## src/assert_macros.svh

```systemverilog
// ----------------------------------------------------------------------------
// assert_macros.svh
// Assertion macros used by the queue RTL; all are clocked on clk and
// disabled while rst is high.
// ----------------------------------------------------------------------------
`ifndef ASSERT_MACROS_SVH
`define ASSERT_MACROS_SVH

// A property that must hold at every edge out of reset.
`define DEQ_ASSERT(name, prop, msg) \
  name: assert property (@(posedge clk) disable iff (rst) (prop)) \
    else $error(msg);

// A condition that must be followed by a property in the next cycle.
`define DEQ_ASSERT_NEXT(name, trig, prop, msg) \
  name: assert property (@(posedge clk) disable iff (rst) (trig) |=> (prop)) \
    else $error(msg);

`endif

```

## src/deq_pkg.sv

```systemverilog
// ----------------------------------------------------------------------------
// deq_pkg
// Types, operation codes and status codes of the double-ended queue.
// ----------------------------------------------------------------------------
package deq_pkg;

  localparam int DATA_W        = 32;
  localparam int COUNT_W       = 5;
  localparam int DEPTH_DEFAULT = 16;

  typedef logic [1:0]               mode_t;
  typedef logic [1:0]               status_t;
  typedef logic [COUNT_W-1:0]       count_t;
  typedef logic signed [DATA_W-1:0] data_t;

  localparam mode_t MODE_PUSH_FRONT = 2'd0;
  localparam mode_t MODE_PUSH_BACK  = 2'd1;
  localparam mode_t MODE_POP_FRONT  = 2'd2;
  localparam mode_t MODE_POP_BACK   = 2'd3;

  localparam status_t ST_DONE  = 2'd0;
  localparam status_t ST_EMPTY = 2'd1;
  localparam status_t ST_FULL  = 2'd2;

endpackage

```

## src/deq_req_if.sv

```systemverilog
// ----------------------------------------------------------------------------
// deq_req_if
// Request channel: one operation word with its push value.
// ----------------------------------------------------------------------------
interface deq_req_if import deq_pkg::*; ();

  logic  valid;
  logic  ready;
  mode_t mode;
  data_t value;

  modport source (output valid, output mode, output value, input ready);
  modport sink   (input valid, input mode, input value, output ready);

endinterface

```

## src/deq_rsp_if.sv

```systemverilog
// ----------------------------------------------------------------------------
// deq_rsp_if
// Response channel: status, count and the front and back values.
// ----------------------------------------------------------------------------
interface deq_rsp_if import deq_pkg::*; ();

  logic    valid;
  logic    ready;
  status_t status;
  count_t  entry_count;
  data_t   front_value;
  data_t   back_value;

  modport source (output valid, output status, output entry_count,
                  output front_value, output back_value, input ready);
  modport sink   (input valid, input status, input entry_count,
                  input front_value, input back_value, output ready);

endinterface

```

## src/deq_ram.sv

```systemverilog
// ----------------------------------------------------------------------------
// deq_ram
// Slot store: one write port and one read port with registered read data.
// ----------------------------------------------------------------------------
module deq_ram import deq_pkg::*; #(
  parameter int DEPTH = DEPTH_DEFAULT,
  parameter int AW    = $clog2(DEPTH)
) (
  input  logic          clk,
  input  logic          we,
  input  logic [AW-1:0] waddr,
  input  data_t         wdata,
  input  logic          re,
  input  logic [AW-1:0] raddr,
  output data_t         rdata
);

  data_t mem [DEPTH];

  always_ff @(posedge clk) begin
    if (we) begin
      mem[waddr] <= wdata;
    end
    if (re) begin
      rdata <= mem[raddr];
    end
  end

endmodule

```

## src/double_ended_queue_unit.sv

```systemverilog
// Each request word passes the busy stage, where the slot read is awaited, and
// then the output register. No new request is taken while busy; a pop must wait
// for the slot memory's one-cycle read to learn the new front or back value.
// A request is taken while an earlier result still waits in the output register.
// Reset sets the empty-queue indices and clears the count and held front/back
// values; the memory is not cleared, and no slot is read before a push writes it.
// ----------------------------------------------------------------------------
// double_ended_queue_unit
// Bounded double-ended queue of signed 32-bit values in a circular slot memory.
// ----------------------------------------------------------------------------
`include "assert_macros.svh"

module double_ended_queue_unit import deq_pkg::*; #(
  parameter int DEPTH = DEPTH_DEFAULT
) (
  input  logic clk,
  input  logic rst,
  deq_req_if.sink   req,
  deq_rsp_if.source rsp
);

  localparam int AW = $clog2(DEPTH);
  localparam int CW = $clog2(DEPTH + 1);
  localparam logic [AW-1:0] LAST = AW'(DEPTH - 1);
  localparam logic [CW-1:0] FULL_COUNT = CW'(DEPTH);
  localparam logic [CW-1:0] ONE_COUNT  = CW'(1);

  function automatic logic [AW-1:0] idx_inc(input logic [AW-1:0] i);
    idx_inc = (i == LAST) ? '0 : i + 1'b1;
  endfunction

  function automatic logic [AW-1:0] idx_dec(input logic [AW-1:0] i);
    idx_dec = (i == '0) ? LAST : i - 1'b1;
  endfunction

  // Queue state. When empty, back_index sits one slot behind front_index.
  logic [AW-1:0] front_index;
  logic [AW-1:0] back_index;
  logic [CW-1:0] held_count;
  data_t         front_val;
  data_t         back_val;

  // Second stage: waiting for read data and a free output register.
  logic    busy;
  status_t pend_status;
  logic    pend_front;
  logic    pend_back;

  logic    out_valid;
  status_t out_status;
  count_t  out_count;
  data_t   out_front;
  data_t   out_back;

  logic          in_fire;
  logic          done_fire;
  logic          full;
  logic          empty;
  logic          last_one;
  status_t       status_acc;
  logic          wr_en;
  logic [AW-1:0] wr_addr;
  logic          rd_front;
  logic          rd_back;
  logic [AW-1:0] rd_addr;
  data_t         rd_data;

  assign req.ready = !busy;
  assign in_fire   = req.valid && !busy;
  assign done_fire = busy && (!out_valid || rsp.ready);

  assign full     = (held_count == FULL_COUNT);
  assign empty    = (held_count == '0);
  assign last_one = (held_count == ONE_COUNT);

  always_comb begin
    status_acc = ST_DONE;
    wr_en      = 1'b0;
    wr_addr    = idx_inc(back_index);
    rd_front   = 1'b0;
    rd_back    = 1'b0;
    rd_addr    = idx_inc(front_index);
    case (req.mode)
      MODE_PUSH_FRONT: begin
        if (full) begin
          status_acc = ST_FULL;
        end else begin
          wr_en   = in_fire;
          wr_addr = idx_dec(front_index);
        end
      end
      MODE_PUSH_BACK: begin
        if (full) begin
          status_acc = ST_FULL;
        end else begin
          wr_en = in_fire;
        end
      end
      MODE_POP_FRONT: begin
        if (empty) begin
          status_acc = ST_EMPTY;
        end else begin
          rd_front = !last_one;
        end
      end
      MODE_POP_BACK: begin
        if (empty) begin
          status_acc = ST_EMPTY;
        end else begin
          rd_back = !last_one;
          rd_addr = idx_dec(back_index);
        end
      end
      default: begin
        status_acc = ST_DONE;
      end
    endcase
  end

  deq_ram #(
    .DEPTH (DEPTH),
    .AW    (AW)
  ) u_ram (
    .clk   (clk),
    .we    (wr_en),
    .waddr (wr_addr),
    .wdata (req.value),
    .re    (in_fire && (rd_front || rd_back)),
    .raddr (rd_addr),
    .rdata (rd_data)
  );

  always_ff @(posedge clk) begin
    if (rst) begin
      front_index <= '0;
      back_index  <= LAST;
      held_count  <= '0;
      front_val   <= '0;
      back_val    <= '0;
      busy        <= 1'b0;
      pend_front  <= 1'b0;
      pend_back   <= 1'b0;
      out_valid   <= 1'b0;
    end else begin
      if (in_fire) begin
        busy       <= 1'b1;
        pend_front <= rd_front;
        pend_back  <= rd_back;
        if (status_acc == ST_DONE) begin
          case (req.mode)
            MODE_PUSH_FRONT: begin
              front_index <= idx_dec(front_index);
              held_count  <= held_count + 1'b1;
              front_val   <= req.value;
              if (empty) begin
                back_val <= req.value;
              end
            end
            MODE_PUSH_BACK: begin
              back_index <= idx_inc(back_index);
              held_count <= held_count + 1'b1;
              back_val   <= req.value;
              if (empty) begin
                front_val <= req.value;
              end
            end
            MODE_POP_FRONT: begin
              front_index <= idx_inc(front_index);
              held_count  <= held_count - 1'b1;
              if (last_one) begin
                front_val <= '0;
                back_val  <= '0;
              end
            end
            MODE_POP_BACK: begin
              back_index <= idx_dec(back_index);
              held_count <= held_count - 1'b1;
              if (last_one) begin
                front_val <= '0;
                back_val  <= '0;
              end
            end
            default: begin
              held_count <= held_count;
            end
          endcase
        end
      end
      if (done_fire) begin
        busy      <= 1'b0;
        out_valid <= 1'b1;
        if (pend_front) begin
          front_val <= rd_data;
        end
        if (pend_back) begin
          back_val <= rd_data;
        end
      end else if (rsp.ready) begin
        out_valid <= 1'b0;
      end
    end
  end

  always_ff @(posedge clk) begin
    if (in_fire) begin
      pend_status <= status_acc;
    end
    if (done_fire) begin
      out_status <= pend_status;
      out_count  <= COUNT_W'(held_count);
      out_front  <= pend_front ? rd_data : front_val;
      out_back   <= pend_back ? rd_data : back_val;
    end
  end

  assign rsp.valid       = out_valid;
  assign rsp.status      = out_status;
  assign rsp.entry_count = out_count;
  assign rsp.front_value = out_front;
  assign rsp.back_value  = out_back;

  `DEQ_ASSERT(a_count_bound, held_count <= FULL_COUNT, "entry count exceeds depth")
  `DEQ_ASSERT(a_empty_values, (!busy && empty) |-> (front_val == '0 && back_val == '0),
    "empty queue holds nonzero front or back value")
  `DEQ_ASSERT(a_one_read, !(pend_front && pend_back), "two slot reads pending at once")
  `DEQ_ASSERT_NEXT(a_empty_wrap, in_fire, !empty || (back_index == idx_dec(front_index)),
    "back index not behind front index when empty")

endmodule

```

## src/flat_wrapper.sv

```systemverilog
// flat-port wrapper written by rule: the top's interface ports become plain ports
module double_ended_queue_unit_flat import deq_pkg::*;
#(
  parameter int DEPTH = DEPTH_DEFAULT
)
  (clk, rst, req_valid, req_mode, req_value, req_ready, rsp_valid, rsp_status, rsp_entry_count, rsp_front_value, rsp_back_value, rsp_ready);
  deq_req_if req_i ();
  deq_rsp_if rsp_i ();
  input  logic clk;
  input  logic rst;
  input wire logic [$bits(req_i.valid)-1:0] req_valid;
  input wire logic [$bits(req_i.mode)-1:0] req_mode;
  input wire logic [$bits(req_i.value)-1:0] req_value;
  output wire logic [$bits(req_i.ready)-1:0] req_ready;
  output wire logic [$bits(rsp_i.valid)-1:0] rsp_valid;
  output wire logic [$bits(rsp_i.status)-1:0] rsp_status;
  output wire logic [$bits(rsp_i.entry_count)-1:0] rsp_entry_count;
  output wire logic [$bits(rsp_i.front_value)-1:0] rsp_front_value;
  output wire logic [$bits(rsp_i.back_value)-1:0] rsp_back_value;
  input wire logic [$bits(rsp_i.ready)-1:0] rsp_ready;
  assign req_i.valid = req_valid;
  assign req_i.mode = req_mode;
  assign req_i.value = req_value;
  assign req_ready = req_i.ready;
  assign rsp_valid = rsp_i.valid;
  assign rsp_status = rsp_i.status;
  assign rsp_entry_count = rsp_i.entry_count;
  assign rsp_front_value = rsp_i.front_value;
  assign rsp_back_value = rsp_i.back_value;
  assign rsp_i.ready = rsp_ready;
  double_ended_queue_unit #(.DEPTH(DEPTH)) u_core (.clk(clk), .rst(rst), .req(req_i), .rsp(rsp_i));
endmodule
```

## config.mk

```make
export PLATFORM = sky130hd
export DESIGN_NAME = double_ended_queue_unit_flat
export DESIGN_NICKNAME = d
export VERILOG_FILES = /design/src/deq_pkg.sv /design/src/deq_req_if.sv /design/src/deq_rsp_if.sv /design/src/deq_ram.sv /design/src/double_ended_queue_unit.sv /design/src/flat_wrapper.sv
export VERILOG_INCLUDE_DIRS = /design/src /design/src/src
export SDC_FILE = /design/constraint.sdc
export NUM_CORES = 1
export LEC_CHECK = 0
export BUFFER_PORTS_ARGS = -buffer_cell sky130_fd_sc_hd__buf_2
export CAP_MARGIN = 20
export CELL_PAD_IN_SITES_DETAIL_PLACEMENT = 2
export CELL_PAD_IN_SITES_GLOBAL_PLACEMENT = 2
export CORE_MARGIN = 4
export CORE_UTILIZATION = 43
export DETAILED_ROUTE_END_ITERATION = 16
export HOLD_SLACK_MARGIN = 0.06
export PLACE_DENSITY_LB_ADDON = 0.2
export SLEW_MARGIN = 20
export SYNTH_ARGS = -nofsm -noshare
export SYNTH_HDL_FRONTEND = slang
export SYNTH_HIERARCHICAL = 1
export SYNTH_SLANG_ARGS = --single-unit
```

## constraint.sdc

```tcl
create_clock -name clk -period 5.8 [get_ports clk]
set_input_delay 1.74 -clock clk [delete_from_list [all_inputs] [get_ports clk]]
set_output_delay 1.74 -clock clk [all_outputs]
set_load 0.01 [all_outputs]
```

==> results.yml, run 1 <==
outcome:
  status: "finished clean"
pwr:
  p_leak_nw: 10.55
  p_per_area_mw_per_mm2: 393.8
  ir_worst_vdd_mv: 0.2471
setup_path:
  worst-r2r-cell-count: 9
  path_depth: 8
  worst-path-buf-inv: 2
  cp_top_family: "simple AND/OR/NAND/NOR gates"
  path_common_cell: "nand2_1"
  slowest_stage: "and2_1"
  cp.required_ns: 6.13
  worst_setup_path_start_kind: "input pin"
  cp_cell_sequence: "buf_2 -> nand2_1 -> nor2_1 -> o21ai_0 -> and2_1 -> buf_4 -> a22oi_1 -> nand2_1"
  max_stage_delay_ns: 0.62
  endpoint_kind: "flip-flop"
  critPathKind: "in -> reg"
  worstPathMaxFanout: 13
  crit_arrival_ns: 4.89
floorplanning:
  die-height_um: 259.2
  dieArea_mm2: 0.06720
  io_pins: 111
  num_rows: 91
  coreArea_mm2: 0.06205
  die_width_um: 259.2
  initial_utilization: 0.4373
synth:
  syn_inst: 1392
  synth_top_area_share: 0.6827
  yosys.area.top_type: "edfxtp_1"
  yosys_most_used_dff: "edfxtp_1"
  ys.warnings.count: 6
  synth_area_leaders: "edfxtp_1 68%, mux4_2 11%, dfxtp_1 6.0%"
  syn_area_mm2: 0.02714
  ys_seq_area_frac: 0.7425
  syn_area_per_cell_um2: 19.50
  synth_edf_count: 617
  synth_nets: 1440
  async_flop_share: 0
  synth_seq_cells: 698
  netlist-cell-type-count: 59
route:
  vias: 15010
  drc: 0
  drt-initial-drc-count: 1616
  ant_nets: 0
  wl_per_cell_um: 33.30
  via_per_inst: 6.157
  drt-total-wl_um: 81140
  drt-pass1-iter-count: 6
timing:
  post-route-period-util: 0.7863
  hold_viol: 0
  setup_violations: 0
  layout_min_cycle_time_ns: 4.560
  rsz0062_at_grt: "false"
  hold_slack_ns: 0.4278
  fin_ws_ns: 1.240
  slew_headroom: 0.2686
  tightestPinTransition_ns: 1.086
  slew_violations: 0
  fmax_ghz: 0.2193
  tns_ns: 0
  fin_skew_ns: 0.03037
hold_path:
  hold_path_class: "reg -> reg"
  min_path_cells: 0
placement:
  port_buffers: 110
  routabilityCongestion: 0.7583
  post-place-ws_ns: 0.7022
  placed_area_mm2: 0.02907
  hpwl_um: 47850
final_layout:
  final_common_cell: "edfxtp_1"
  multiInputGateArea_mm2: 0.006694
  drive_above_1_share: 0.3148
  area.growth.synth_to_final_pct: 16.02
  nets: 1586
  post-route-util: 0.5074
  layout_common_cells: "617 x edfxtp_1, 128 x mux4_2, 110 x buf_2"
  num-fill-cells: 5429
  seq_area_mm2: 0.02015
  final_area_mm2: 0.03149
global_routing:
  overflow: 0
  grt_usage: 0.2435
  antenna_found_initial: 7
  grt_pass1_vias: 16350
  grt_max_degree: 65
  grt_pass1_wl_um: 118900
cts:
  insertion_delay_ns: 0.63
  cts_sinks: 698
  path_clk_slew_ns: 0.06
  h-tree-depth: 3
  ctsLongestPathBuffers: 3
  cts_tree: "yes"
  root_buffer: "clkbuf_16"
  post_cts_resized: 0
  numCtsBuffers: 75
  postCtsSetupRepairBufs: 0
  cts_hold_buf: 0
run:
  cap_viol_max_count: 0
-- synth_stat cells (4+ instances only) --
library cell  instances
nand2b_1              9
buf_6                 4
nor3_1                6
ha_1                 10
nand3_1               4
clkbuf_1             52
and2_1                4
inv_1                11
a22oi_1              67
nor2b_1               5
and3_1               33
a221o_1              64
o21ai_0               9
a21oi_1              16
buf_1                15
nor3b_1               4
buf_4                 9
mux2_2               65
edfxtp_1            617
dfxtp_1              81
xnor2_1               8
mux4_2              128
nor2_1               33
nand2_1              42
buf_2                14
nor4b_1              32
-- power breakdown --
part | internal, mW | leakage (nW) | total, mW | switching [mW]
clock | 2.70 | 1.18 | 4.72 | 2.01
combinational | 0.762 | 3.11 | 1.84 | 1.08
sequential | 5.72 | 6.27 | 5.84 | 0.125
total | 9.18 | 10.6 | 12.4 | 3.22
-- logic make-up after synthesis --
group	after synthesis	share of synthesized area
adders and majority gates	10	0.004610
DFF	698	0.7425
AOI/OAI and AO/OA	182	0.05583
and+or+nand+nor	192	0.04242
buffers and inverters	105	0.01752
xor gates and xnor gates	10	0.003228
muxes	195	0.1339
-- flip-flops by register name, indices dropped and copies added (netlist names), 5 cells and up --
register                count
u_core/rsp.front_value     32
u_core/u_ram/mem          512
u_core/rsp.back_value      32
u_core/u_ram/rdata         32
u_core/rsp.entry_count      5
u_core/front_val           32
u_core/held_count           5
u_core/back_val            32
-- routing by layer --
| metal | vias to the layer above | global-route usage | wire, µm |
|---|---|---|---|
| li1 | 6098 | - | - |
| met1 | 8149 | 0.3309 | 33630 |
| met2 | 621 | 0.4072 | 40090 |
| met3 | 133 | 0.04614 | 5680 |
| met4 | 4 | 0.06506 | 1716 |
| met5 | - | 0 | 29 |
-- stage by stage --
step,total power [mW],instances
3_5_place_dp,7.785,2298
5_1_grt,12.88,2436
3_3_place_gp,7.677,2298
2_1_floorplan,7.068,1392
6_report,12.40,2437
4_1_cts,12.52,2435
-- worst paths after layout --
check,slack [ns],end,startpoint
max,1.24,u_core/u_ram/rdata[28],req_mode[0]
min,0.43,u_core/rsp.status[0],u_core/pend_status[0]
max reg2reg,1.47,u_core/u_ram/rdata[28],u_core/held_count[0]
min reg2reg,0.43,u_core/rsp.status[0],u_core/pend_status[0]
-- area by class of cell --
cell class                 instances  area share
sequential                       698      0.6400
multi-input combinational        589      0.2126
clock buffer                     106     0.06585
timing repair buffer             163     0.03608
tap                              837     0.03326
clock inverter                    31     0.01069
inverter                          11    0.001311
antenna                            2   0.0001590
No activity file was read; power rests on OpenSTA's default activity.
==> run 2, diff against run 1 <==
- clock period: 5.8 -> 3.8 ns (I/O delays scaled with it)
==> run 2 against run 1 <==
Sequential share of layout area decreased by 0.55 points. Global-route usage rose by 0.52 points. Final area increased by 0.86%. Clock-buffer cell count is 1 lower. Worst setup slack lost 0.91 ns. Flip-flop and latch count did not move. Largest power group unchanged.
==> results.yml, run 2 (synthesized netlist as in run 1, its figures left out) <==
timing:
  slew_violations: 0
  rsz0062_at_grt: "false"
  post-route-period-util: 0.9135
  hold_slack_ns: 0.4304
  hold_viol: 0
  slew_headroom: 0.3651
  setup_violations: 0
  layout_min_cycle_time_ns: 3.471
  tightestPinTransition_ns: 0.9503
  fin_skew_ns: 0.02621
  fmax_ghz: 0.2881
setup_path:
  crit_arrival_ns: 3.94
  endpoint_kind: "flip-flop"
  cp.required_ns: 4.27
  worst_setup_path_start_kind: "flip-flop"
  critPathKind: "reg -> reg"
  worstPathMaxFanout: 23
placement:
  port_buffers: 110
  hpwl_um: 49920
  placed_area_mm2: 0.02941
  routabilityCongestion: 0.7464
cts:
  cts_tree: "yes"
  path_clk_slew_ns: 0.06
  cts_sinks: 698
  postCtsSetupRepairBufs: 0
  root_buffer: "clkbuf_16"
  insertion_delay_ns: 0.62
  cts_hold_buf: 0
  ctsLongestPathBuffers: 3
  h-tree-depth: 3
  numCtsBuffers: 75
  post_cts_resized: 0
floorplanning:
  num_rows: 91
  coreArea_mm2: 0.06205
  die-height_um: 259.2
  dieArea_mm2: 0.06720
  die_width_um: 259.2
  initial_utilization: 0.4373
  io_pins: 111
pwr:
  ir_worst_vdd_mv: 0.3547
  p_leak_nw: 10.70
  p_per_area_mw_per_mm2: 593.8
hold_path:
  hold_path_class: "reg -> reg"
global_routing:
  grt_pass1_vias: 16540
  grt_max_degree: 64
  overflow: 0
  antenna_found_initial: 6
  grt_pass1_wl_um: 120700
  grt_usage: 0.2487
route:
  drc: 0
  drt-pass1-iter-count: 5
  drt-initial-drc-count: 1693
  drt-total-wl_um: 82980
  wl_per_cell_um: 33.69
  ant_nets: 0
  via_per_inst: 6.140
  vias: 15120
final_layout:
  area.growth.synth_to_final_pct: 17.02
  largest_reg_flops: 512
  drive_above_1_share: 0.3276
  final_area_mm2: 0.03176
  layout_common_cells: "617 x edfxtp_1, 128 x mux4_2, 110 x buf_2"
  top_register: "u_core/u_ram/mem"
  final_common_cell: "edfxtp_1"
  nets: 1613
outcome:
  status: "finished clean"
run:
  cap_viol_max_count: 0
==> run 2: cell count changes in the layout (fill, tap and decap cells not counted), sizes merged <==
cell,previous run,this run
buf,163,190
clkinv,21,26
bufinv,4,1
inv,16,14
clkbuf,106,105
==> run 2: per-layer routing <==
layer / global-route usage / share of wire / vias to the layer above
met1: 0.3396 / 0.40 / 8180
met3: 0.04234 / 0.074 / 110
met2: 0.4192 / 0.50 / 676
met4: 0.06356 / 0.020 / 2
met5: 0 / 0.00016 / -
li1: - / - / 6155
==> run 2: stage by stage <==
stage	power [mW]	worst slack [ns]	std cells	TNS (ns)	util
final	18.86	0.3287	2463	0	0.5118
after global placement	11.79	0.2360	2325	0	0.4739
after CTS	19.04	0.3116	2461	0	0.5117
after detailed placement	11.96	0.1387	2325	0	0.4739
after floorplan	10.80	-0.4692	1392	-85.04	-
after global routing	19.59	0.1331	2461	0	0.5117
==> run 2: cell type report <==
class / count / area [µm²]
multi-input combinational: 589 / 6726
clock inverter: 31 / 202.7
sequential: 698 / 20150
fill: 5374 / 30300
tap: 837 / 1047
inverter: 11 / 41.29
antenna: 2 / 5.005
clock buffer: 105 / 2143
timing repair buffer: 190 / 1439
==> run 2: final timing paths <==
check / start / end / slack, ns / depth (start not counted)
setup / recovery: u_core/held_count[0] / u_core/u_ram/rdata[13] / 0.33 / 10
hold / removal: u_core/pend_status[0] / u_core/rsp.status[0] / 0.43 / 0
setup reg to reg: u_core/held_count[0] / u_core/u_ram/rdata[13] / 0.33 / 10
hold reg to reg: u_core/pend_status[0] / u_core/rsp.status[0] / 0.43 / 0
==> run 2: critical path, cell delays in order (launching register included) <==
cell and delay, ns:
dfxtp_1 0.38, inv_1 0.11, ha_1 0.27, nor4b_2 0.36
nor2_1 0.12, buf_4 0.19, o21ai_0 0.46, nor2b_4 0.83
buf_4 0.37, a22oi_1 0.11, nand2_1 0.10
==> run 2: power breakdown <==
| part | internal (mW) | total [mW] | switching, mW |
|---|---|---|---|
| Combinational | 1.23 | 2.90 | 1.67 |
| Sequential | 8.72 | 8.92 | 0.195 |
| Clock | 4.02 | 7.04 | 3.03 |
==> run 3, diff against run 2 <==
- BUFFER_PORTS_ARGS: -buffer_cell sky130_fd_sc_hd__buf_2 -> not set
- CORE_UTILIZATION: 43 -> 44
- CTS_CLUSTER_SIZE: not set -> 10
- DONT_BUFFER_PORTS: not set -> 1
==> run 3 against run 2 <==
Via count decreased by 4.0%. Worst setup slack improved by 0.042 ns. Combinational power decreased by 8.6%. Routed wire length decreased by 2.9%. Sequential share of layout area increased by 1.4 points. Largest cell class unchanged. Largest power group unchanged.
==> results.yml, run 3 (synthesized netlist as in run 1, its figures left out) <==
outcome:
  status: "finished clean"
setup_path:
  worst-path-buf-inv: 2
  cp.required_ns: 4.08
  crit_arrival_ns: 3.71
  worstPathMaxFanout: 25
  cp_top_family: "simple AND/OR/NAND/NOR gates"
  endpoint_kind: "flip-flop"
  slowest_stage: "or3_1"
  max_stage_delay_ns: 0.49
  cp_cell_sequence: "inv_1 -> ha_1 -> and4bb_2 -> or3_1 -> o21ai_0 -> nand2_1 -> nor2_4 -> buf_12"
  worst_setup_path_start_kind: "flip-flop"
  critPathKind: "reg -> reg"
floorplanning:
  die_width_um: 256.4
  coreArea_mm2: 0.06070
  io_pins: 111
  die-height_um: 256.4
  dieArea_mm2: 0.06572
  initial_utilization: 0.4471
  num_rows: 90
placement:
  routabilityCongestion: 0.7459
  port_buffers: 0
  hpwl_um: 48010
  place_inst: 2155
final_layout:
  layout_common_cells: "617 x edfxtp_1, 128 x mux4_2, 82 x clkbuf_16"
  area.growth.synth_to_final_pct: 14.54
  fin_cells: 2281
  nets: 1504
  top_register: "u_core/u_ram/mem"
  largest_reg_flops: 512
  drive_above_1_share: 0.2665
  final_common_cell: "edfxtp_1"
cts:
  cts_hold_buf: 0
  path_clk_slew_ns: 0.06
  cts_tree: "yes"
  numCtsBuffers: 81
  postCtsSetupRepairBufs: 0
  ctsLongestPathBuffers: 3
  post_cts_resized: 0
  insertion_delay_ns: 0.61
  cts_sinks: 698
  root_buffer: "clkbuf_16"
  h-tree-depth: 3
timing:
  fmax_ghz: 0.2916
  hold_viol: 0
  layout_min_cycle_time_ns: 3.429
  rsz0062_at_grt: "false"
  tightestPinTransition_ns: 0.9176
  post-route-period-util: 0.9025
  tns_ns: 0
  slew_headroom: 0.3845
  setup_violations: 0
  slew_violations: 0
  fin_skew_ns: 0.02492
route:
  drt-initial-drc-count: 1580
  via_per_inst: 6.367
  wl_per_cell_um: 35.33
  ant_nets: 0
  drt-pass1-iter-count: 5
  drc: 0
  drt-total-wl_um: 80580
  vias: 14520
run:
  cap_viol_max_count: 0
hold_path:
  hold_path_class: "reg -> reg"
global_routing:
  antenna_found_initial: 5
  grt_pass1_vias: 15610
  grt_usage: 0.2426
  overflow: 0
  grt_max_degree: 73
  grt_pass1_wl_um: 116400
pwr:
  p_leak_nw: 10.19
  ir_worst_vdd_mv: 0.3164
  p_per_area_mw_per_mm2: 597.1
-- run 3: cell types whose count changed in the layout (fill, tap and decap cells not counted), sizes merged --
cell	previous run	this run
buf	190	75
bufinv	1	0
clkbuf	105	114
clkinv	26	5
clkinvlp	1	0
inv	14	16
-- run 3: routing by layer --
layer | vias up | global-route usage | routed length (µm)
met1 | 8008 | 0.3424 | 34590
met2 | 519 | 0.4005 | 39740
li1 | 5904 | - | -
met5 | - | 0 | 0
met4 | 0 | 0.05318 | 1197
met3 | 92 | 0.04223 | 5056
-- run 3: where the power goes --
part	switching (mW)	total, mW	internal [mW]	leakage, nW
clock network	2.96	6.92	3.96	1.10
registers	0.247	8.98	8.74	6.27
logic	1.46	2.65	1.20	2.83
-- run 3: final cells by class --
type                    count  area, µm²
diodes                      2      5.005
clock buffers             114       2182
clock inverters            10      87.58
fillers                  5125      29610
inverters                  11      41.29
multi-input cells         589       6725
flip-flops and latches    698      20150
well taps                 782      978.4
repair buffers             75      913.4
-- run 3: path summary, 6_finish.rpt --
| path | start | end | slack (ns) | depth (start not counted) |
|---|---|---|---|---|
| setup / recovery | u_core/held_count[1] | u_core/u_ram/mem[15][13] | 0.37 | 8 |
| hold / removal | u_core/pend_status[1] | u_core/rsp.status[1] | 0.43 | 0 |
| setup reg to reg | u_core/held_count[1] | u_core/u_ram/mem[15][13] | 0.37 | 8 |
| hold reg to reg | u_core/pend_status[1] | u_core/rsp.status[1] | 0.43 | 0 |
-- run 3: worst register-to-register path: stages (launching register included) --
cell and delay [ns]:
dfxtp_1 0.42, inv_1 0.11, ha_1 0.27, and4bb_2 0.31, or3_1 0.49, o21ai_0 0.48
nand2_1 0.43, nor2_4 0.31, buf_12 0.29
-- run 3: per-stage QoR --
stage                     area, µm²  setup slack (ns)    util  hold WS [ns]  power, mW
after detailed placement      28810            0.1989  0.4747        0.4163      11.77
after global placement        28810            0.3007  0.4747        0.4017      11.64
final                         31080            0.3707  0.5121        0.4290      18.56
after floorplan               27230           -0.4692       -        0.4003      10.80
after global routing          31080            0.2055  0.5121        0.4351      19.26
after CTS                     31080            0.4239  0.5121        0.4289      18.73
